==> src/mi3_pkg.sv <==
// Shared types, widths and tables for the 3x3 matrix inverse.
package mi3_pkg;

  localparam int WORD_BITS = 32;
  localparam int FRAC_BITS = 16;

  // Exact intermediate widths
  localparam int PROD_W = 2 * WORD_BITS;            // element product
  localparam int ADJ_W  = 2 * WORD_BITS + 1;        // adjugate element
  localparam int DET_W  = 3 * WORD_BITS + 3;        // determinant
  localparam int NUM_W  = ADJ_W + 2 * FRAC_BITS;    // rescaled numerator
  localparam int DIV_W  = DET_W + WORD_BITS - 1;    // divider datapath
  localparam int QBITS  = WORD_BITS - 1;            // quotient bits below saturation
  localparam int STEP_W = $clog2(QBITS);
  localparam int NELEM  = 9;
  localparam int ELEM_W = $clog2(NELEM);
  localparam int QDEPTH = 2;

  // Adjugate element k = m[a]*m[b] - m[c]*m[d]
  localparam int ADJ_TAB [NELEM][4] = '{
    '{4, 8, 5, 7}, '{2, 7, 1, 8}, '{1, 5, 2, 4},
    '{5, 6, 3, 8}, '{0, 8, 2, 6}, '{2, 3, 0, 5},
    '{3, 7, 4, 6}, '{1, 6, 0, 7}, '{0, 4, 1, 3}
  };

  typedef logic signed [WORD_BITS-1:0] word_t;

  typedef struct packed {
    word_t m_00; word_t m_01; word_t m_02;
    word_t m_10; word_t m_11; word_t m_12;
    word_t m_20; word_t m_21; word_t m_22;
  } mat_t;

  typedef struct packed {
    word_t inv_00; word_t inv_01; word_t inv_02;
    word_t inv_10; word_t inv_11; word_t inv_12;
    word_t inv_20; word_t inv_21; word_t inv_22;
    logic  singular;
  } res_t;

  // One classified matrix: exact adjugate and determinant
  typedef struct packed {
    logic [NELEM-1:0][ADJ_W-1:0] adj;
    logic [DET_W-1:0]            det;
  } job_t;

  typedef enum logic [1:0] {
    B_IDLE,
    B_LOAD,
    B_ITER,
    B_DONE
  } back_state_t;

endpackage

==> src/mi3_back.sv <==
// Back end: shared restoring divider, saturation and result register.
module mi3_back (
  input  logic          clk,
  input  logic          rst,
  input  logic          job_valid,
  output logic          job_ready,
  input  mi3_pkg::job_t job,
  output logic          out_valid,
  input  logic          out_ready,
  output mi3_pkg::res_t out_data
);

  localparam int W   = mi3_pkg::WORD_BITS;
  localparam int F   = mi3_pkg::FRAC_BITS;
  localparam int AW  = mi3_pkg::ADJ_W;
  localparam int DW  = mi3_pkg::DET_W;
  localparam int NW  = mi3_pkg::NUM_W;
  localparam int VW  = mi3_pkg::DIV_W;
  localparam int QB  = mi3_pkg::QBITS;
  localparam int SW  = mi3_pkg::STEP_W;
  localparam int N   = mi3_pkg::NELEM;
  localparam int EW  = mi3_pkg::ELEM_W;

  mi3_pkg::back_state_t state, state_next;
  mi3_pkg::job_t        cur;
  logic [DW-1:0]        dmag;
  logic                 dneg, dzero, neg;
  logic [EW-1:0]        k;
  logic [SW-1:0]        step;
  logic [VW-1:0]        rem, ds;
  logic [QB-1:0]        q, qn;
  logic [N-1:0][W-1:0]  res;

  logic signed [AW-1:0] adj_sel;
  logic [AW-1:0]        adj_mag;
  logic [VW-1:0]        num;
  logic                 sat, ge, last_elem, out_free;
  logic signed [DW-1:0] det_s;
  logic [W-1:0]         sat_val, q_val;

  always_comb begin
    adj_sel   = $signed(cur.adj[k]);
    adj_mag   = adj_sel[AW-1] ? AW'(-adj_sel) : adj_sel;
    num       = VW'({adj_mag, {(2*F){1'b0}}});
    sat       = (num >= {dmag, {(W-1){1'b0}}});
    ge        = (rem >= ds);
    qn        = q | (ge ? (QB'(1) << step) : '0);
    // clamp value for the element being loaded, sign from adjugate and determinant
    sat_val   = (adj_sel[AW-1] ^ dneg) ? {1'b1, {(W-1){1'b0}}} : {1'b0, {(W-1){1'b1}}};
    q_val     = neg ? (W'(0) - {1'b0, qn}) : {1'b0, qn};
    det_s     = $signed(job.det);
    last_elem = (k == EW'(N-1));
    out_free  = !out_valid || out_ready;
    job_ready = (state == mi3_pkg::B_IDLE);
  end

  // state register
  always_ff @(posedge clk) begin
    if (rst) state <= mi3_pkg::B_IDLE;
    else     state <= state_next;
  end

  // next state
  always_comb begin
    state_next = state;
    unique case (state)
      mi3_pkg::B_IDLE:
        if (job_valid)
          state_next = (job.det == '0) ? mi3_pkg::B_DONE : mi3_pkg::B_LOAD;
      mi3_pkg::B_LOAD: begin
        // sign of the quotient is set here from the element chosen by k
        if (!sat)           state_next = mi3_pkg::B_ITER;
        else if (last_elem) state_next = mi3_pkg::B_DONE;
      end
      mi3_pkg::B_ITER:
        if (step == '0) state_next = last_elem ? mi3_pkg::B_DONE : mi3_pkg::B_LOAD;
      mi3_pkg::B_DONE:
        if (out_free) state_next = mi3_pkg::B_IDLE;
      default: state_next = mi3_pkg::B_IDLE;
    endcase
  end

  // divider datapath
  always_ff @(posedge clk) begin
    unique case (state)
      mi3_pkg::B_IDLE:
        if (job_valid) begin
          cur   <= job;
          dmag  <= det_s[DW-1] ? DW'(-det_s) : job.det;
          dneg  <= det_s[DW-1];
          dzero <= (job.det == '0);
          k     <= '0;
        end
      mi3_pkg::B_LOAD: begin
        rem  <= num;
        ds   <= VW'({dmag, {(W-2){1'b0}}});
        step <= SW'(QB-1);
        q    <= '0;
        neg  <= adj_sel[AW-1] ^ dneg;
        if (sat) begin
          res[k] <= sat_val;
          if (!last_elem) k <= k + 1'b1;
        end
      end
      mi3_pkg::B_ITER: begin
        if (ge) rem <= rem - ds;
        ds   <= ds >> 1;
        q    <= qn;
        step <= step - 1'b1;
        if (step == '0) begin
          res[k] <= q_val;
          if (!last_elem) k <= k + 1'b1;
        end
      end
      mi3_pkg::B_DONE: ;
      default: ;
    endcase
  end

  // result register, free to fill again once taken
  always_ff @(posedge clk) begin
    if (rst) begin
      out_valid <= 1'b0;
    end else if (state == mi3_pkg::B_DONE && out_free) begin
      out_valid <= 1'b1;
    end else if (out_ready) begin
      out_valid <= 1'b0;
    end
  end

  always_ff @(posedge clk) begin
    if (state == mi3_pkg::B_DONE && out_free) begin
      out_data.inv_00   <= dzero ? '0 : res[0];
      out_data.inv_01   <= dzero ? '0 : res[1];
      out_data.inv_02   <= dzero ? '0 : res[2];
      out_data.inv_10   <= dzero ? '0 : res[3];
      out_data.inv_11   <= dzero ? '0 : res[4];
      out_data.inv_12   <= dzero ? '0 : res[5];
      out_data.inv_20   <= dzero ? '0 : res[6];
      out_data.inv_21   <= dzero ? '0 : res[7];
      out_data.inv_22   <= dzero ? '0 : res[8];
      out_data.singular <= dzero;
    end
  end

  a_sing_zero: assert property (@(posedge clk) disable iff (rst)
    out_valid && out_data.singular |-> out_data.inv_00 == '0 && out_data.inv_11 == '0
      && out_data.inv_22 == '0)
    else $error("singular result carries nonzero elements");

  a_pop_leaves_idle: assert property (@(posedge clk) disable iff (rst)
    job_valid && job_ready |=> state != mi3_pkg::B_IDLE)
    else $error("item taken but back end stayed idle");

  a_step_range: assert property (@(posedge clk) disable iff (rst)
    state == mi3_pkg::B_ITER |-> step <= SW'(QB-1))
    else $error("quotient bit counter out of range");

  a_elem_range: assert property (@(posedge clk) disable iff (rst)
    state == mi3_pkg::B_LOAD || state == mi3_pkg::B_ITER |-> k <= EW'(N-1))
    else $error("element index out of range");

endmodule

==> config.mk <==
export PLATFORM = sky130hd
export DESIGN_NAME = mi3_back
export DESIGN_NICKNAME = d
export VERILOG_FILES = /design/src/mi3_pkg.sv /design/src/mi3_back.sv
export SDC_FILE = /design/constraint.sdc
export NUM_CORES = 2
export LEC_CHECK = 0
export BUFFER_PORTS_ARGS = -buffer_cell sky130_fd_sc_hd__buf_2
export CAP_MARGIN = 25
export CORE_MARGIN = 2
export CORE_UTILIZATION = 23
export DETAILED_ROUTE_END_ITERATION = 10
export PLACE_DENSITY = 0.38
export SYNTH_ARGS = -nofsm -noshare
export SYNTH_HDL_FRONTEND = slang
export SYNTH_SLANG_ARGS = --single-unit
==> constraint.sdc <==
create_clock -name clk -period 23.2 [get_ports clk]
set_clock_uncertainty 0.1 [all_clocks]
set_input_delay 1.16 -clock clk [delete_from_list [all_inputs] [get_ports clk]]
set_output_delay 1.16 -clock clk [all_outputs]
set_load 0.03 [all_outputs]
Word level (Yosys, flattened, before mapping)

Cells that the tools add are included.

Register bits after elaboration: 1567
Input port bits: 688
Logic and storage cells: 112

$add $sub $neg: 6
Magnitude comparators: 4
Equality and inequality tests: 10
Shifts and indexed selects: 1
Mux-type cells: 34
Bitwise operators: 2
Reductions and logical operators: 15

Operators by type and width:

| kind                                                                 | number |
|---|---|
| 288-bit bitwise mux                                                  | 2 |
| 288-bit two-way mux                                                  | 2 |
| 288-bit one-hot mux with 2 select lines                              | 1 |
| 130-bit one-hot mux with 2 select lines                              | 2 |
| 65-bit binary-select mux with 4-bit select                           | 1 |
| 130-bit >= comparator                                                | 1 |
| 97-bit by 130-bit >= comparator with 1-bit output                    | 1 |
| 130-bit two-way mux                                                  | 1 |
| 65-bit two-way mux                                                   | 2 |
| 130-bit subtractor                                                   | 1 |
| 32-bit demux with 4-bit select                                       | 1 |
| 99-bit logical NOT                                                   | 1 |
| 99-bit negator                                                       | 1 |
| 98-bit two-way mux                                                   | 1 |
| 32-bit two-way mux                                                   | 3 |
| 65-bit negator                                                       | 1 |
| 31-bit one-hot mux with 2 select lines                               | 1 |
| 1-bit by 31-bit subtractor with 32-bit output (first input constant) | 1 |
| 31-bit two-way mux                                                   | 1 |
| 31-bit OR                                                            | 1 |
| 1-bit by 5-bit left shift with 31-bit output (first input constant)  | 1 |
| 4-bit two-way mux                                                    | 4 |
| 2-bit two-way mux                                                    | 7 |
| 4-bit one-hot mux with 3 select lines                                | 1 |
| 23 further kinds                                                     | 33 |

Longest topological paths before layout

Depth after elaboration: 8
Gate-level depth with buffers: 31
Depth with buffers taken out: 27

Worst setup path after synthesis

No wires, ideal clock.

Path kind: input to register
From: input job_valid
To: register cur[100] (netlist bit) (enable)
Setup time: 1.140 ns
Data arrival time: 16.418 ns
Data required time: 21.960 ns
Slack: 5.543 ns
Cell stages on the path: 1
Buffers on the path: 0
Cells stage by stage: and2_1

Longest elaborated chain between the ends: 1

RTL lines:

| item                          | line           | source |
|---|---|---|
| from (decl)                   | mi3_back.sv:5  | `input logic job_valid,` |
| 2-bit AND reduction (no line) | -              |  |
| to (signal assigned)          | mi3_back.sv:88 | `cur <= job;` |
| to (decl)                     | mi3_back.sv:25 | `mi3_pkg::job_t cur;` |

Every way passes these cells.
A chain may end at the register's enable or synchronous reset.

Worst setup path in the final report

From: register k[0]
To: register res[110] (netlist bit) (enable)

Longest elaborated chain between the ends: 7

RTL lines:

| item                                                | line            | source |
|---|---|---|
| from (decl)                                         | mi3_back.sv:28  | `logic [EW-1:0] k;` |
| from (signal assigned)                              | mi3_back.sv:102 | `if (!last_elem) k <= k + 1'b1;` |
| from (signal assigned)                              | mi3_back.sv:112 | `if (!last_elem) k <= k + 1'b1;` |
| 65-bit binary-select mux with 4-bit select *        | mi3_back.sv:42  | `adj_sel = $signed(cur.adj[k]);` |
| 65-bit two-way mux (implied by the code) *          | mi3_back.sv:42  |  |
| 65-bit negator                                      | mi3_back.sv:43  | `adj_mag = adj_sel[AW-1] ? AW'(-adj_sel) : adj_sel;` |
| 65-bit two-way mux *                                | mi3_back.sv:43  |  |
| 97-bit by 130-bit >= comparator with 1-bit output * | mi3_back.sv:45  | `sat = (num >= {dmag, {(W-1){1'b0}}});` |
| 2-bit inequality test (no line) *                   | -               |  |
| 3-bit AND reduction (no line) *                     | -               |  |
| to (signal, indexed assignment)                     | mi3_back.sv:101 | `res[k] <= sat_val;` |
| to (signal, indexed assignment)                     | mi3_back.sv:111 | `res[k] <= q_val;` |
| to (decl)                                           | mi3_back.sv:32  | `logic [N-1:0][W-1:0] res;` |

Mark *: on every way between the ends. The rest lies on a longest branch, timed or not. The select of a mux whose other input is x is not followed.

==> results.sh <==
export IMPL_min_path_cells=1
export IMPL_core_area_um2=320600
export IMPL_p_per_area_nw_per_um2=112.7
export IMPL_avgSynthCellArea_um2=12.51
export IMPL_drive_above_1_share_pct=22.58
export IMPL_rows=208
export IMPL_ys_seq_area_share_pct=63.48
export IMPL_synth_common_cells="edfxtp_1, o21ai_0, a21oi_1"
export IMPL_ctsLongestPathBuffers=4
export IMPL_setup_viol=0
export IMPL_end_kind="flop"
export IMPL_multiInputGateArea_um2=25010
export IMPL_status="finished, final reports clean"
export IMPL_dr_total_vias=51400
export IMPL_antenna_found_initial=136
export IMPL_die_x_um=571.3
export IMPL_finalCriticalPeriod_ns=10.13
export IMPL_cp_arrival_ns=10.46
export IMPL_cts_sinks=1566
export IMPL_yosys_cell_count_top_type="edfxtp_1"
export IMPL_drv_cap=0
export IMPL_yosysTopAreaCellShare_pct=63.40
export IMPL_wl_per_cell_um=25.00
export IMPL_cp_max_fo=100
export IMPL_rr_startpoint="k[0]$_SDFFCE_PN0P_"
export IMPL_grt_overflow=0
export IMPL_die_h_um=571.3
export IMPL_hpwlAfterDp_mm=217.3
export IMPL_numCtsBuffers=191
export IMPL_yosysUniqueCellTypes=94
export IMPL_synth_edf_count=1563
export IMPL_fin_area_um2=91000
export IMPL_tightest_slew_ns=1.248
export IMPL_firstDrtPassIters=6
export IMPL_grt_pass1_wl_mm=395.8
export IMPL_place_congestion=0.8205
export IMPL_cts_hold_buf=0
export IMPL_p_leak_nw=32.86
export IMPL_start_util_pct=23.09
export IMPL_ant_nets=0
export IMPL_power_mw=10.26
export IMPL_drc=0
export IMPL_clockRootBuffer="clkbuf_16"
export IMPL_hold_viol_final=0
export IMPL_cts_resized=0
export IMPL_synth_main_ff_cell="edfxtp_1"
export IMPL_hp_start="job[319]"
export IMPL_critPathSlowestCell="nor2_4"
export IMPL_setup_tns_ns=0
export IMPL_drt_iter0_drc=3677
export IMPL_cts_setup_buffers=0
export IMPL_htree_levels=4
export IMPL_grt_pass1_vias=52480
export IMPL_max_freq_mhz=98.77
export IMPL_ir_drop_mv=0.06499
export IMPL_grt_max_degree=159
export IMPL_die_area_um2=326400
export IMPL_avgViaCountPerCell=4.528
export IMPL_max_stage_delay_ns=1.03
export IMPL_finish_utilization_pct=28.38
export IMPL_cpMostUsedCell="buf_4"
export IMPL_critPathLaunch="k[0]$_SDFFCE_PN0P_"
export IMPL_area_delta_synth_final_pct=22.93
export IMPL_wl_mm=283.7
export IMPL_cts_tree="built"
export IMPL_synthTopCellsByArea="edfxtp_1, o21ai_0, ha_1"
export IMPL_critPathLaunchType="flop"
export IMPL_reg2reg_depth=28
export IMPL_syn_inst=5917
export IMPL_critical_path_class="flop to flop"
export IMPL_synth_top_cell_by_area="edfxtp_1"
export IMPL_ios=979
export IMPL_hp_class="primary input to flop"
export IMPL_yosysWarnings=0
export IMPL_grt_total_usage_pct=16.82
export IMPL_final_period_utilization_pct=43.64
export IMPL_rsz0062_at_grt="no"
export IMPL_netlist_area_um2=74030
export IMPL_synth_nets=6816
export IMPL_whs_ns=0.3170
export IMPL_portBuffers=978
export IMPL_ys_async_sr_fraction_pct=0
export IMPL_nets=7756
export IMPL_clkSlewWorstSetupHoldPaths_ns=0.06
export IMPL_max_slew_margin_rel_pct=15.90
export IMPL_critical_path_required_ns=23.53
export IMPL_postPlaceCellArea_um2=84300
export IMPL_synth_seq_cells=1566
export IMPL_slew_violations=0
export IMPL_regArea_um2=47000
export IMPL_clk_latency_ns=0.91
export IMPL_fill_cells=33380
stage by stage:
stage / setup slack (ns) / cells
3_5_place_dp: 12.93 / 10960
5_1_grt: 12.23 / 11330
4_1_cts: 12.89 / 11300
2_1_floorplan: 5.543 / 5917
3_3_place_gp: 12.93 / 10940
6_report: 13.08 / 11350
cell usage in the layout (no fill, tap or decap), types with 20 or more instances in the layout:
master | netlist | routed
edfxtp_1 | 1563 | 1563
buf_2 | 36 | 978
o21ai_0 | 589 | 588
a21oi_1 | 409 | 408
nor2_1 | 383 | 373
nand2_1 | 320 | 320
nor2b_1 | 321 | 318
inv_1 | 261 | 260
ha_1 | 210 | 208
xnor2_1 | 225 | 201
clkbuf_16 | 0 | 192
mux2i_1 | 142 | 142
mux2_2 | 106 | 106
a21o_1 | 100 | 100
nand4_1 | 90 | 90
xor2_1 | 92 | 89
buf_4 | 15 | 72
nand3_1 | 53 | 53
nand3b_1 | 51 | 51
o31ai_1 | 45 | 45
nor3_1 | 45 | 45
diode_2 | 0 | 44
o22ai_1 | 43 | 43
o21bai_1 | 43 | 43
nor4_1 | 39 | 39
clkbuf_1 | 271 | 37
clkinv_1 | 1 | 35
nand2b_1 | 36 | 35
bufinv_16 | 0 | 27
or3_1 | 26 | 26
a31oi_1 | 27 | 26
o32ai_1 | 25 | 25
o21ai_1 | 25 | 24
xnor2_2 | 0 | 24
clkinv_2 | 0 | 24
a221oi_1 | 22 | 22
or2_2 | 20 | 20
and2_1 | 21 | 20
o41ai_1 | 20 | 20
worst max-delay path: cells and delay by family (launching register included):
family | cells | cell delay (ns)
compound gates | 8 | 2.13
xor+xnor | 1 | 0.16
fa+ha+maj | 1 | 0.31
buf+inv | 5 | 2.25
flops | 1 | 0.37
mux | 1 | 0.42
simple gates | 12 | 3.82
cell type report:
| type | instances | share of cell area, % |
|---|---|---|
| Clock inverter | 109 | 1.577 |
| Sequential cell | 1566 | 51.64 |
| Multi-Input combinational cell | 3751 | 27.48 |
| Antenna cell | 44 | 0.1210 |
| Tap cell | 4305 | 5.919 |
| Inverter | 263 | 1.088 |
| Clock buffer | 229 | 5.432 |
| Timing Repair Buffer | 1084 | 6.740 |
power breakdown:
group          total [mW]  internal (mW)  switching (mW)
registers            3.67           3.54           0.126
clock network        3.10           1.83            1.28
logic                3.48           1.16            2.32
cells by family after synthesis:
| family | Yosys count | synth area share [%] |
|---|---|---|
| adder cells (fa/ha/maj) | 211 | 3.576 |
| XOR/XNOR | 317 | 3.750 |
| AO/OA/AOI/OAI | 1499 | 12.00 |
| AND/OR/NAND/NOR | 1467 | 10.16 |
| multiplexers | 257 | 3.806 |
| flip-flops | 1566 | 63.48 |
| buffers and inverters | 600 | 3.220 |
per-layer routing:
metal	vias to the layer above	global-route usage [%]	routed length [um]	share of wire, %
li1	23920	-	-	-
met1	25360	21.53	122100	43
met2	1623	28.75	137100	48
met3	414	3.210	16280	5.7
met4	78	4.684	7763	2.7
met5	-	0	506	0.18
registers in the layout (all words and copies together) (netlist names):
name       count
k              4
out_valid      1
dneg           1
state          2
neg            1
q             31
out_data     289
dmag          99
dzero          1
rem          130
ds           129
cur          585
step           5
res          288
path summary, 6_finish.rpt:
kind | end | slack (ns)
setup / recovery | res[110]$_DFFE_PP_ | 13.08
hold reg to reg | out_data[176]$_SDFFCE_PP0P_ | 0.41
hold / removal | cur[319]$_DFFE_PP_ | 0.32
setup reg to reg | res[110]$_DFFE_PP_ | 13.08
(Power assumes the default switching activity.)
