**config.mk**
```make
export PLATFORM = sky130hd
export DESIGN_NAME = mi3_fifo
export DESIGN_NICKNAME = d
export VERILOG_FILES = /design/src/mi3_pkg.sv /design/src/mi3_fifo.sv
export SDC_FILE = /design/constraint.sdc
export NUM_CORES = 1
export LEC_CHECK = 0
export BUFFER_PORTS_ARGS = -buffer_cell sky130_fd_sc_hd__clkbuf_2
export CORE_AREA = 5 5 540 542
export CTS_BUF_LIST = sky130_fd_sc_hd__clkbuf_4 sky130_fd_sc_hd__clkbuf_8
export CTS_CLUSTER_DIAMETER = 40
export DETAILED_ROUTE_END_ITERATION = 7
export DIE_AREA = 0 0 545 547
export GPL_ROUTABILITY_DRIVEN = 1
export PLACE_DENSITY = 0.34
export SLEW_MARGIN = 20
export SYNTH_ARGS = -nofsm -noshare
export SYNTH_HDL_FRONTEND = slang
export SYNTH_SLANG_ARGS = --single-unit
```
**constraint.sdc**
```tcl
create_clock -name clk -period 22.8 [get_ports clk]
set_clock_uncertainty 0.1 [all_clocks]
set_input_delay 2.28 -clock clk [delete_from_list [all_inputs] [get_ports clk]]
set_output_delay 2.28 -clock clk [all_outputs]
set_load 0.005 [all_outputs]
```
**src/mi3_pkg.sv**
```systemverilog
// Shared types, widths and tables for the 3x3 matrix inverse.
package mi3_pkg;

  localparam int WORD_BITS = 32;
  localparam int FRAC_BITS = 16;

  // Exact intermediate widths
  localparam int PROD_W = 2 * WORD_BITS;            // element product
  localparam int ADJ_W  = 2 * WORD_BITS + 1;        // adjugate element
  localparam int DET_W  = 3 * WORD_BITS + 3;        // determinant
  localparam int NUM_W  = ADJ_W + 2 * FRAC_BITS;    // rescaled numerator
  localparam int DIV_W  = DET_W + WORD_BITS - 1;    // divider datapath
  localparam int QBITS  = WORD_BITS - 1;            // quotient bits below saturation
  localparam int STEP_W = $clog2(QBITS);
  localparam int NELEM  = 9;
  localparam int ELEM_W = $clog2(NELEM);
  localparam int QDEPTH = 2;

  // Adjugate element k = m[a]*m[b] - m[c]*m[d]
  localparam int ADJ_TAB [NELEM][4] = '{
    '{4, 8, 5, 7}, '{2, 7, 1, 8}, '{1, 5, 2, 4},
    '{5, 6, 3, 8}, '{0, 8, 2, 6}, '{2, 3, 0, 5},
    '{3, 7, 4, 6}, '{1, 6, 0, 7}, '{0, 4, 1, 3}
  };

  typedef logic signed [WORD_BITS-1:0] word_t;

  typedef struct packed {
    word_t m_00; word_t m_01; word_t m_02;
    word_t m_10; word_t m_11; word_t m_12;
    word_t m_20; word_t m_21; word_t m_22;
  } mat_t;

  typedef struct packed {
    word_t inv_00; word_t inv_01; word_t inv_02;
    word_t inv_10; word_t inv_11; word_t inv_12;
    word_t inv_20; word_t inv_21; word_t inv_22;
    logic  singular;
  } res_t;

  // One classified matrix: exact adjugate and determinant
  typedef struct packed {
    logic [NELEM-1:0][ADJ_W-1:0] adj;
    logic [DET_W-1:0]            det;
  } job_t;

  typedef enum logic [1:0] {
    B_IDLE,
    B_LOAD,
    B_ITER,
    B_DONE
  } back_state_t;

endpackage

```
**src/mi3_fifo.sv**
```systemverilog
// Short queue of classified items between front and back.
module mi3_fifo (
  input  logic          clk,
  input  logic          rst,
  input  logic          push_valid,
  output logic          push_ready,
  input  mi3_pkg::job_t push_data,
  output logic          pop_valid,
  input  logic          pop_ready,
  output mi3_pkg::job_t pop_data
);

  localparam int D  = mi3_pkg::QDEPTH;
  localparam int PB = $clog2(D);

  mi3_pkg::job_t   mem [D];
  logic [PB-1:0]   wp, rp;
  logic [PB:0]     cnt;
  logic            push, pop;

  assign push_ready = (cnt != (PB+1)'(D));
  assign pop_valid  = (cnt != '0);
  assign push       = push_valid && push_ready;
  assign pop        = pop_valid && pop_ready;
  assign pop_data   = mem[rp];

  // pointers and fill count
  always_ff @(posedge clk) begin
    if (rst) begin
      wp <= '0; rp <= '0; cnt <= '0;
    end else begin
      if (push) wp <= wp + 1'b1;
      if (pop)  rp <= rp + 1'b1;
      if (push && !pop)      cnt <= cnt + 1'b1;
      else if (pop && !push) cnt <= cnt - 1'b1;
    end
  end

  always_ff @(posedge clk) begin
    if (push) mem[wp] <= push_data;
  end

endmodule

```
==> Word-level counts from Yosys, hierarchy flattened <==
Memory sizes are Yosys's and may differ from the RTL's. A register that Yosys moved wholly into a read port is not among the register bits.
Cells that the tools add are included.
{ "op_classes": {"mux": 6, "n_eq_ne": 1, "add_sub_neg": 4, "reduce_logical": 8} }
{ "ops": {"columns": ["op", "n"], "rows": [
  ["$logic_and A1 B1 Y1", 4],
  ["$mux W1", 4],
  ["$mux W2", 2],
  ["$reduce_bool A2 Y1", 2],
  ["$add A1 B1 Y1 const B", 2],
  ["$add A2 B1 Y2 const B", 1],
  ["$logic_not A1 Y1", 2],
  ["$ne A2 B2 Y1 const B", 1],
  ["$sub A2 B1 Y2 const B", 1]
]} }
{ "totals": {"memories": 1, "register_bits": 4, "wordCells": 23, "out_inout_bits": 686, "ramBits": 1368} }
{ "memory_table": {"columns": ["name", "words", "width", "rd", "rd_clocked_by_memory_dff", "write_ports", "line", "source"], "rows": [
  ["mem", 2, 684, 1, 1, 1, "mi3_fifo.sv:16", "mi3_pkg::job_t mem [D];"]
]} }

==> Depth between registers and ports, before layout <==
Gate-level depths: netlist of run 1.
{ "logic_depth": {"ltp_word": 6, "ltp_mapped": 6} }

==> Least setup slack after synthesis of run 1 <==
No wires, ideal clock.
{ "synth_path": {"path_type": "input port to flip-flop", "from": "input port push_valid", "to": "memory mem[1][0] (netlist bit) (enable)", "cell_stages": 1, "slack_ps": 3749, "t_arrival_ps": 17805, "required_time_ps": 21555, "path_cell_list": "and3_1"} }
{ "synth_between": {"elab_chain_len": 3} }
{ "synth_rtl": {"columns": ["element", "line", "source"], "rows": [
  ["from (decl)", "mi3_fifo.sv:5", "input logic push_valid,"],
  ["$logic_and A1 B1 Y1", "mi3_fifo.sv:23", "assign push = push_valid && push_ready;"],
  ["$mux W1", "mi3_fifo.sv:40", "if (push) mem[wp] <= push_data;"],
  ["$mux W1 (implied by the code)", "mi3_fifo.sv:40", null],
  ["to (decl)", "mi3_fifo.sv:16", null]
]} }
No other way between the ends.

==> summary.txt, run 1 <==
Critical path
  – CP startpoint kind: flop
  – Crit. End Element: primary output
  – Critical Path RT: 20,420 ps
  – Critical path class: reg2out
  – CP Max Fanout: 127
  – Critical Path AT: 4680 ps

CTS
  – Skew-Pair Late Insertion Delay: 930 ps
  – Clock buffer depth: 4
  – Clock-pin slew on the worst setup and hold paths: 50 ps
  – Setup bufs post-CTS: 0
  – H-tree Lvls: 5
  – Total clock sinks: 1,373
  – CTS tree: done
  – CTS Buf Count: 305
  – Hold buffers post-CTS: 0
  – Post-CTS sizing: 0
  – Root Driver: clkbuf_8

Routing
  – Via count: 27.7k
  – Vias per cell: 3.54
  – Final WL: 188,000 microns
  – DRT antenna net count: 0
  – DRT Pass-1 Iters: 5
  – Final routed DRC violation total: 0
  – Iteration-0 DRC Markers: 1,493
  – WL per Instance: 24.1 microns

Power and ir drop
  – Power Dens Cells: 115 mW/mm^2
  – Max IR drop VDD: 71.3 uV
  – Total power: 7.69 mW
  – Leakage power: 24.4 nW

Yosys
  – Mean Syn Cell Area: 23.2 sq um
  – Cells after Synth: 2,152
  – Post-synth top flop: edfxtp_1
  – Warnings, synthesis: 0
  – Register bit total from synthesis: 1,373
  – Post-Syn Area: 0.0499 sq mm
  – Sequential area share after synthesis: 82.5%
  – Synthesized Nets: 2,841
  – Async set-reset flop share out of synthesis: 0%
  – Number of distinct library cells after synthesis: 19
  – Number of synthesized flops with an enable pin: 1,368

Placed design
  – Dpl hpwl: 139,000 microns
  – Port Buffer Count: 1,373
  – Pre-CTS setup slack: 16,240 ps
  – RD Place Congestion: 0.867

Floorplan
  – Die extent in x: 545 microns
  – Core box area: 0.286 sq mm
  – Die area: 0.298 sq mm
  – Rows: 197
  – # IOs: 1,374
  – Die Height: 547 microns
  – Initial Utilization: 17.4%

Timing
  – Highest Clock Rate: 142 MHz
  – Min Clock Period, post-route: 7060 ps
  – Max Slew Vio Count: 0
  – Rel. slew slack: 28.7%
  – Final Worst Setup Slack: 15,740 ps
  – Setup TNS: 0 ps
  – Final worst path period share: 30.9%
  – Hold Vio Cnt, Final: 0
  – RSZ-0062 raised after global routing: false
  – Worst slew pin tran: 1070 ps
  – Setup-failing EPs final: 0

GRT
  – GR Overflow Total: 0
  – GRT Util Overall: 11.9%
  – Vias in the first global route: 29.4k
  – Largest net degree at the start of global routing: 130
  – Initial antenna violation count: 117
  – First-pass GRT wire length: 247,000 microns

Final layout
  – Filler cells: 30.1k
  – P&R area growth vs syn: 34.4%
  – Area of the multi-input gates: 0.00783 sq mm
  – Register Area: 0.0412 sq mm
  – Share of cells above drive strength 1: 63.9%
  – Final nets: 4,473

Job
  – # Max-Cap Violations: 0

Hold path
  – Hold Path Class: reg2reg

Status
  – Status: complete, no violations
synth_stat cells (2+ instances only):
cell type | count | share of area [%]
a21oi_1 | 2 | 0.020
buf_2 | 2 | 0.020
buf_6 | 44 | 0.99
clkbuf_8 | 30 | 0.83
dfxtp_1 | 5 | 0.20
edfxtp_1 | 1368 | 82
mux2_2 | 684 | 15
nor2_1 | 3 | 0.023
o21ai_0 | 2 | 0.020
xor2_1 | 3 | 0.053
routing by layer:
metal	track usage, %	wire (microns)
met3	7.52	26800
met4	2.73	3610
met5	0	816
met1	12.8	68100
met2	19.7	88600
sequential cells by signal, summed over array words and instances (netlist names), named ones only:
name / count
mem: 1368
cnt: 2
wp: 1
rp: 1
report_power, final:
| group | switching (mW) | total (mW) | internal, mW |
|---|---|---|---|
| registers | 0.0862 | 3.25 | 3.16 |
| logic | 0.960 | 1.67 | 0.707 |
| clock network | 1.16 | 2.78 | 1.62 |
metrics by stage:
stage	cells	utilization [%]	hold WS, ps	cell area, sq um
2_1_floorplan	2152	-	371	49900
3_3_place_gp	7258	21.3	385	60900
3_5_place_dp	7258	21.3	396	60900
4_1_cts	7784	23.4	409	67000
5_1_grt	7789	23.4	420	67100
6_report	7812	23.4	400	67100
logic make-up after synthesis:
kind of cell / share of synthesized area, %
adders and majority gates: 0.0251
buffers and inverters: 1.85
and+or+nand+nor: 0.100
AOI/OAI and AO/OA: 0.0602
muxes: 15.4
DFF: 82.5
xor gates and xnor gates: 0.0526
worst paths after layout:
path,slack [ps],depth (start not counted),end,startpoint
min,400,2,flop,rp
min reg2reg,400,2,flop,rp
max reg2reg,17900,6,mem[0][356],cnt[0]
max,15740,5,pop_data[518],flop
layout make-up:
| type | instances | area share (%) |
|---|---|---|
| Sequential cell | 1373 | 61.4 |
| Multi-Input combinational cell | 702 | 11.7 |
| Timing Repair Buffer | 1401 | 10.7 |
| Clock buffer | 375 | 7.07 |
| Tap cell | 3781 | 7.05 |
| Clock inverter | 151 | 2.07 |
| Antenna cell | 28 | 0.104 |
| Inverter | 1 | 0.0168 |
critical path, cell delays in order (launching register included):
cell and delay, ps:
dfxtp_4 740, buf_4 770, buf_4 760, buf_12 510
mux2_2 420, clkbuf_2 140
placed cells by master (no fill, tap or decap), types with 4 or more instances in the layout:
cell / Yosys / layout
inv_8: 0 / 5
clkinvlp_4: 0 / 10
mux2_2: 684 / 684
buf_12: 0 / 6
clkbuf_8: 30 / 309
inv_6: 0 / 8
clkinv_2: 0 / 41
inv_12: 0 / 5
clkinv_1: 0 / 58
clkbuf_2: 0 / 1373
clkbuf_4: 0 / 66
edfxtp_1: 1368 / 1368
bufinv_16: 0 / 21
diode_2: 0 / 28
buf_4: 0 / 22
dfxtp_1: 5 / 4
clkinv_8: 0 / 4
Note: power is estimated with default switching activity, not from simulation.
==> run 2: changes to the inputs <==
CORE_AREA = 5 5 534 536   (was 5 5 540 542)
DIE_AREA = 0 0 539 541   (was 0 0 545 547)
PLACE_DENSITY = 0.36   (was 0.34)
clock period = 5.8 ns   (was 22.8 ns; I/O delays follow)
==> summary.txt, run 2 (synthesis results as in run 1) <==
Routing
  – Vias per cell: 3.56
  – Final routed DRC violation total: 0
  – WL per Instance: 22.4 microns
  – DRT antenna net count: 0
  – Via count: 30.2k
  – Final WL: 190,000 microns
  – Iteration-0 DRC Markers: 1,391
  – DRT Pass-1 Iters: 5

CTS
  – Clock-pin slew on the worst setup and hold paths: 60 ps
  – Hold buffers post-CTS: 688
  – Total clock sinks: 1,373
  – Skew-Pair Late Insertion Delay: 970 ps
  – Clock buffer depth: 4
  – Setup bufs post-CTS: 0
  – CTS Buf Count: 294
  – H-tree Lvls: 5
  – Post-CTS sizing: 0
  – CTS tree: done
  – Root Driver: clkbuf_8

GRT
  – GRT Util Overall: 12.4%
  – Largest net degree at the start of global routing: 138
  – GR Overflow Total: 0
  – Initial antenna violation count: 71
  – Vias in the first global route: 32.9k
  – First-pass GRT wire length: 259,000 microns

Floorplan
  – Die extent in x: 539 microns
  – Initial Utilization: 17.8%
  – Die Height: 541 microns
  – Rows: 195
  – # IOs: 1,374
  – Core box area: 0.280 sq mm
  – Die area: 0.292 sq mm

Timing
  – Min Clock Period, post-route: 3900 ps
  – Final worst path period share: 67.2%
  – Hold Vio Cnt, Final: 0
  – Final Worst Setup Slack: 1900 ps
  – Highest Clock Rate: 256 MHz
  – RSZ-0062 raised after global routing: false
  – Setup-failing EPs final: 0
  – Worst slew pin tran: 1240 ps
  – Rel. slew slack: 17.4%
  – Max Slew Vio Count: 0

Final layout
  – Biggest regs: mem: 1368 flops, cnt: 2 flops
  – Largest register FFs: 1,368
  – Commonest non-fill, non-tap cells in the layout: clkbuf_2, edfxtp_1, dlygate4sd3_1
  – Most common cell after layout, fill and taps aside: clkbuf_2
  – Most flop-heavy register: mem
  – Final nets: 5,184
  – Share of cells above drive strength 1: 55.0%
  – Post-route insts no fill: 8,487
  – P&R area growth vs syn: 48.4%

Job
  – # Max-Cap Violations: 0

Critical path
  – CP max-delay cell: dfxtp_4
  – Slowest stage delay, CP: 870 ps
  – Reg2Reg Depth: 4
  – Buf/Inv on CP: 2
  – Instance count on the critical path: 3
  – Critical path class: reg2out
  – Crit. End Element: primary output
  – Critical Path RT: 5120 ps
  – CP startpoint kind: flop
  – CP Max Fanout: 88
  – Largest delay contributor family on the critical path: flip-flops
  – Worst path cell trace: buf_12 > mux2_2 > clkbuf_2
  – Critical Path AT: 3220 ps

Placed design
  – Placed cells: 7,254
  – Dpl hpwl: 141,000 microns
  – RD Place Congestion: 0.855
  – Pre-CTS setup slack: 2820 ps
  – Port Buffer Count: 1,373

Status
  – Status: complete, no violations

Power and ir drop
  – Leakage power: 27.4 nW
  – Power Dens Cells: 414 mW/mm^2
  – Total power: 30.7 mW
  – Max IR drop VDD: 298 uV

Hold path
  – Hold Path Class: in2reg
  – Hold Crit Depth: 2
run 2: cell count changes in the layout (fill, tap and decap cells not counted), moves of 2 or more:
cell / delta
buf_4: +24
clkinv_1: -13
buf_12: +10
dlygate4sd3_1: +688
clkinv_2: -5
diode_2: +10
bufinv_16: -4
inv_12: -2
clkbuf_4: +13
clkinv_4: +2
clkbuf_8: -11
run 2: power breakdown:
group,leakage [nW],total (mW),internal [mW],switching [mW]
Combinational,11.5,7.30,3.20,4.10
Sequential,12.8,12.7,12.4,0.310
Clock,3.09,10.7,6.09,4.58
run 2: path summary, 6_finish.rpt:
| check | from | endpoint | slack [ps] |
|---|---|---|---|
| hold reg to reg | rp | rp | 410 |
| hold / removal | push_data[241] | mem[0][241] | 220 |
| setup reg to reg | cnt[0] | mem[0][334] | 2870 |
| setup / recovery | flop | pop_data[627] | 1900 |
run 2: area by class of cell:
cell class	count	area (sq um)
clock buffer	377	4690
tap	3743	4680
multi-input combinational	702	7830
antenna	38	95.1
clock inverter	130	1190
sequential	1373	41200
inverter	1	7.51
timing repair buffer	2123	14400
fill	29000	206000
run 2: per-stage QoR:
step / area, sq um / hold slack, ps / setup TNS, ps / util [%]
final: 74100 / 221 / 0 / 26.4
after global routing: 74100 / 95.8 / 0 / 26.4
after CTS: 74000 / 55.0 / 0 / 26.4
after detailed placement: 61200 / 395 / 0 / 21.8
after global placement: 61200 / 387 / 0 / 21.8
after floorplan: 49900 / 371 / -4006890 / -
run 2: layer usage:
metal	wire, microns	global-route usage (%)	vias to the layer above
met5	161	0	-
met4	6230	4.13	30
met3	20600	6.05	351
met2	91800	21.0	1369
met1	71300	13.6	14900
li1	-	-	13500
==> run 3: changes to the inputs <==
CORE_AREA = 5 5 540 542   (was 5 5 534 536)
DIE_AREA = 0 0 545 547   (was 0 0 539 541)
PLACE_DENSITY = 0.34   (was 0.36)
clock period = 4 ns   (was 5.8 ns; I/O delays follow)
==> summary.txt, run 3 (synthesis results as in run 1) <==
Status
  – Status: complete, no violations

Routing
  – Vias per cell: 3.55
  – DRT antenna net count: 0
  – Via count: 32.1k
  – Final WL: 191,000 microns
  – WL per Instance: 21.1 microns
  – Iteration-0 DRC Markers: 1,362
  – Final routed DRC violation total: 0
  – DRT Pass-1 Iters: 4

Final layout
  – Biggest regs: mem: 1368 flops, cnt: 2 flops
  – P&R area growth vs syn: 58.8%
  – Most common cell after layout, fill and taps aside: clkbuf_2
  – Final nets: 5,676
  – Post-route insts no fill: 9,033
  – Share of cells above drive strength 1: 50.0%
  – Most flop-heavy register: mem
  – Commonest non-fill, non-tap cells in the layout: clkbuf_2, edfxtp_1, dlygate4sd3_1
  – Largest register FFs: 1,368

CTS
  – CTS tree: done
  – Skew-Pair Late Insertion Delay: 900 ps
  – Setup bufs post-CTS: 0
  – Total clock sinks: 1,373
  – Clock-pin slew on the worst setup and hold paths: 50 ps
  – Root Driver: clkbuf_8
  – H-tree Lvls: 5
  – CTS Buf Count: 302
  – Clock buffer depth: 4

Floorplan
  – Die extent in x: 545 microns
  – Initial Utilization: 17.4%
  – Die Height: 547 microns
  – Rows: 197
  – Die area: 0.298 sq mm
  – # IOs: 1,374
  – Core box area: 0.286 sq mm

Timing
  – Rel. slew slack: 38.7%
  – Highest Clock Rate: 303 MHz
  – Setup-failing EPs final: 0
  – Min Clock Period, post-route: 3300 ps
  – Worst slew pin tran: 920 ps
  – Final Worst Setup Slack: 695 ps
  – RSZ-0062 raised after global routing: false
  – Max Slew Vio Count: 0
  – Final worst path period share: 82.6%
  – Hold Vio Cnt, Final: 0

Placed design
  – Port Buffer Count: 1,373
  – Dpl hpwl: 140,000 microns
  – Placed cells: 7,295
  – Pre-CTS setup slack: 1600 ps
  – RD Place Congestion: 0.829

Critical path
  – Crit. End Element: flop
  – Worst r2r dst: cnt[1]
  – RR Startpoint: cnt[1]
  – Reg2Reg Setup Slack: 700 ps
  – CP Max Fanout: 5
  – Critical Path AT: 4040 ps
  – Critical path class: reg2reg
  – CP startpoint kind: flop
  – Reg2Reg Depth: 7
  – Critical Path RT: 4740 ps

Power and ir drop
  – Max IR drop VDD: 408 uV
  – Sw frac: 28.8%
  – Pint: 32.2 mW
  – Gate power share: 24.4%
  – Sequential Power Share: 40.6%
  – Leakage power: 29.6 nW
  – Power Dens Cells: 570 mW/mm^2
  – Psw: 13.0 mW
  – Clock network fraction of total power: 35.0%

Job
  – # Max-Cap Violations: 0

GRT
  – GRT Util Overall: 12.2%
  – Largest net degree at the start of global routing: 117
  – First-pass GRT wire length: 260,000 microns
  – GR Overflow Total: 0
  – Vias in the first global route: 35.1k
  – GRT busiest layer: met2
  – Initial antenna violation count: 74
  – GR Layer Usage met3: 5.61%
  – GRT met1 Usage: 13.5%
  – Met2 Use GR: 20.3%

Hold path
  – Hold Crit Depth: 2
  – WHS Endpoint: mem[0][93]
  – Hold Path Class: in2reg
  – HP Start: push_data[93]
[run 3: timing repair]
item	CTS	global route
hold endpoints to repair	1390	0
endpoints found under the setup margin	0	0
hold buffers	1169	0
gates resized for setup	0	0
[run 3: area by class of cell]
type / count / area (sq um)
inverter: 1 / 7.51
timing repair buffer: 2607 / 19300
antenna: 41 / 103
sequential: 1373 / 41200
multi-input combinational: 702 / 7830
clock inverter: 141 / 1330
clock buffer: 387 / 4820
fill: 29500 / 207000
tap: 3781 / 4730
[run 3: through the flow]
| stage | util (%) | power, mW | setup TNS [ps] | instance area (sq um) | hold WS [ps] |
|---|---|---|---|---|---|
| floorplan | - | 24.2 | -8662800 | 49900 | 365 |
| global placement | 21.4 | 29.1 | 0 | 61300 | 389 |
| detailed placement | 21.4 | 29.1 | 0 | 61300 | 396 |
| CTS | 27.6 | 46.5 | 0 | 79200 | 0.221 |
| global route | 27.7 | 47.6 | 0 | 79300 | 39.7 |
| finish | 27.7 | 45.2 | 0 | 79300 | 172 |
[run 3: how the worst max path moves through the flow]
stage               slack, ps  cells past startpoint             to  startpoint
floorplan               -7390                      3      mem[0][0]      cnt[0]
global placement         1620                      4  pop_data[287]        flop
detailed placement       1600                      4  pop_data[481]        flop
CTS                       470                      4  pop_data[481]        flop
global route              480                      4  pop_data[456]        flop
finish                    700                      7         cnt[1]      cnt[1]
[run 3: worst max-delay path: stages (launching register included)]
cell and delay (ps):
dfxtp_1 360, o21ai_0 310, ha_1 290, dlygate4sd3_1 600, or3_1 350, dlygate4sd3_1 560
a21oi_1 140, dlygate4sd3_1 550
[run 3: per-layer routing]
metal,vias to the layer above,wire [microns]
met5,-,263
met4,44,7280
met3,412,20400
met2,1342,89800
met1,15800,73300
li1,14500,-
[run 3: power groups by stage]
stage | Sequential (mW) | Clock (mW) | Combinational (mW)
final | 18.4 | 15.8 | 11.0
after global routing | 18.5 | 17.3 | 11.9
after CTS | 18.4 | 16.6 | 11.5
after detailed placement | 18.6 | 0 | 10.4
after global placement | 18.6 | 0 | 10.5
after floorplan | 19.2 | 0 | 5.02
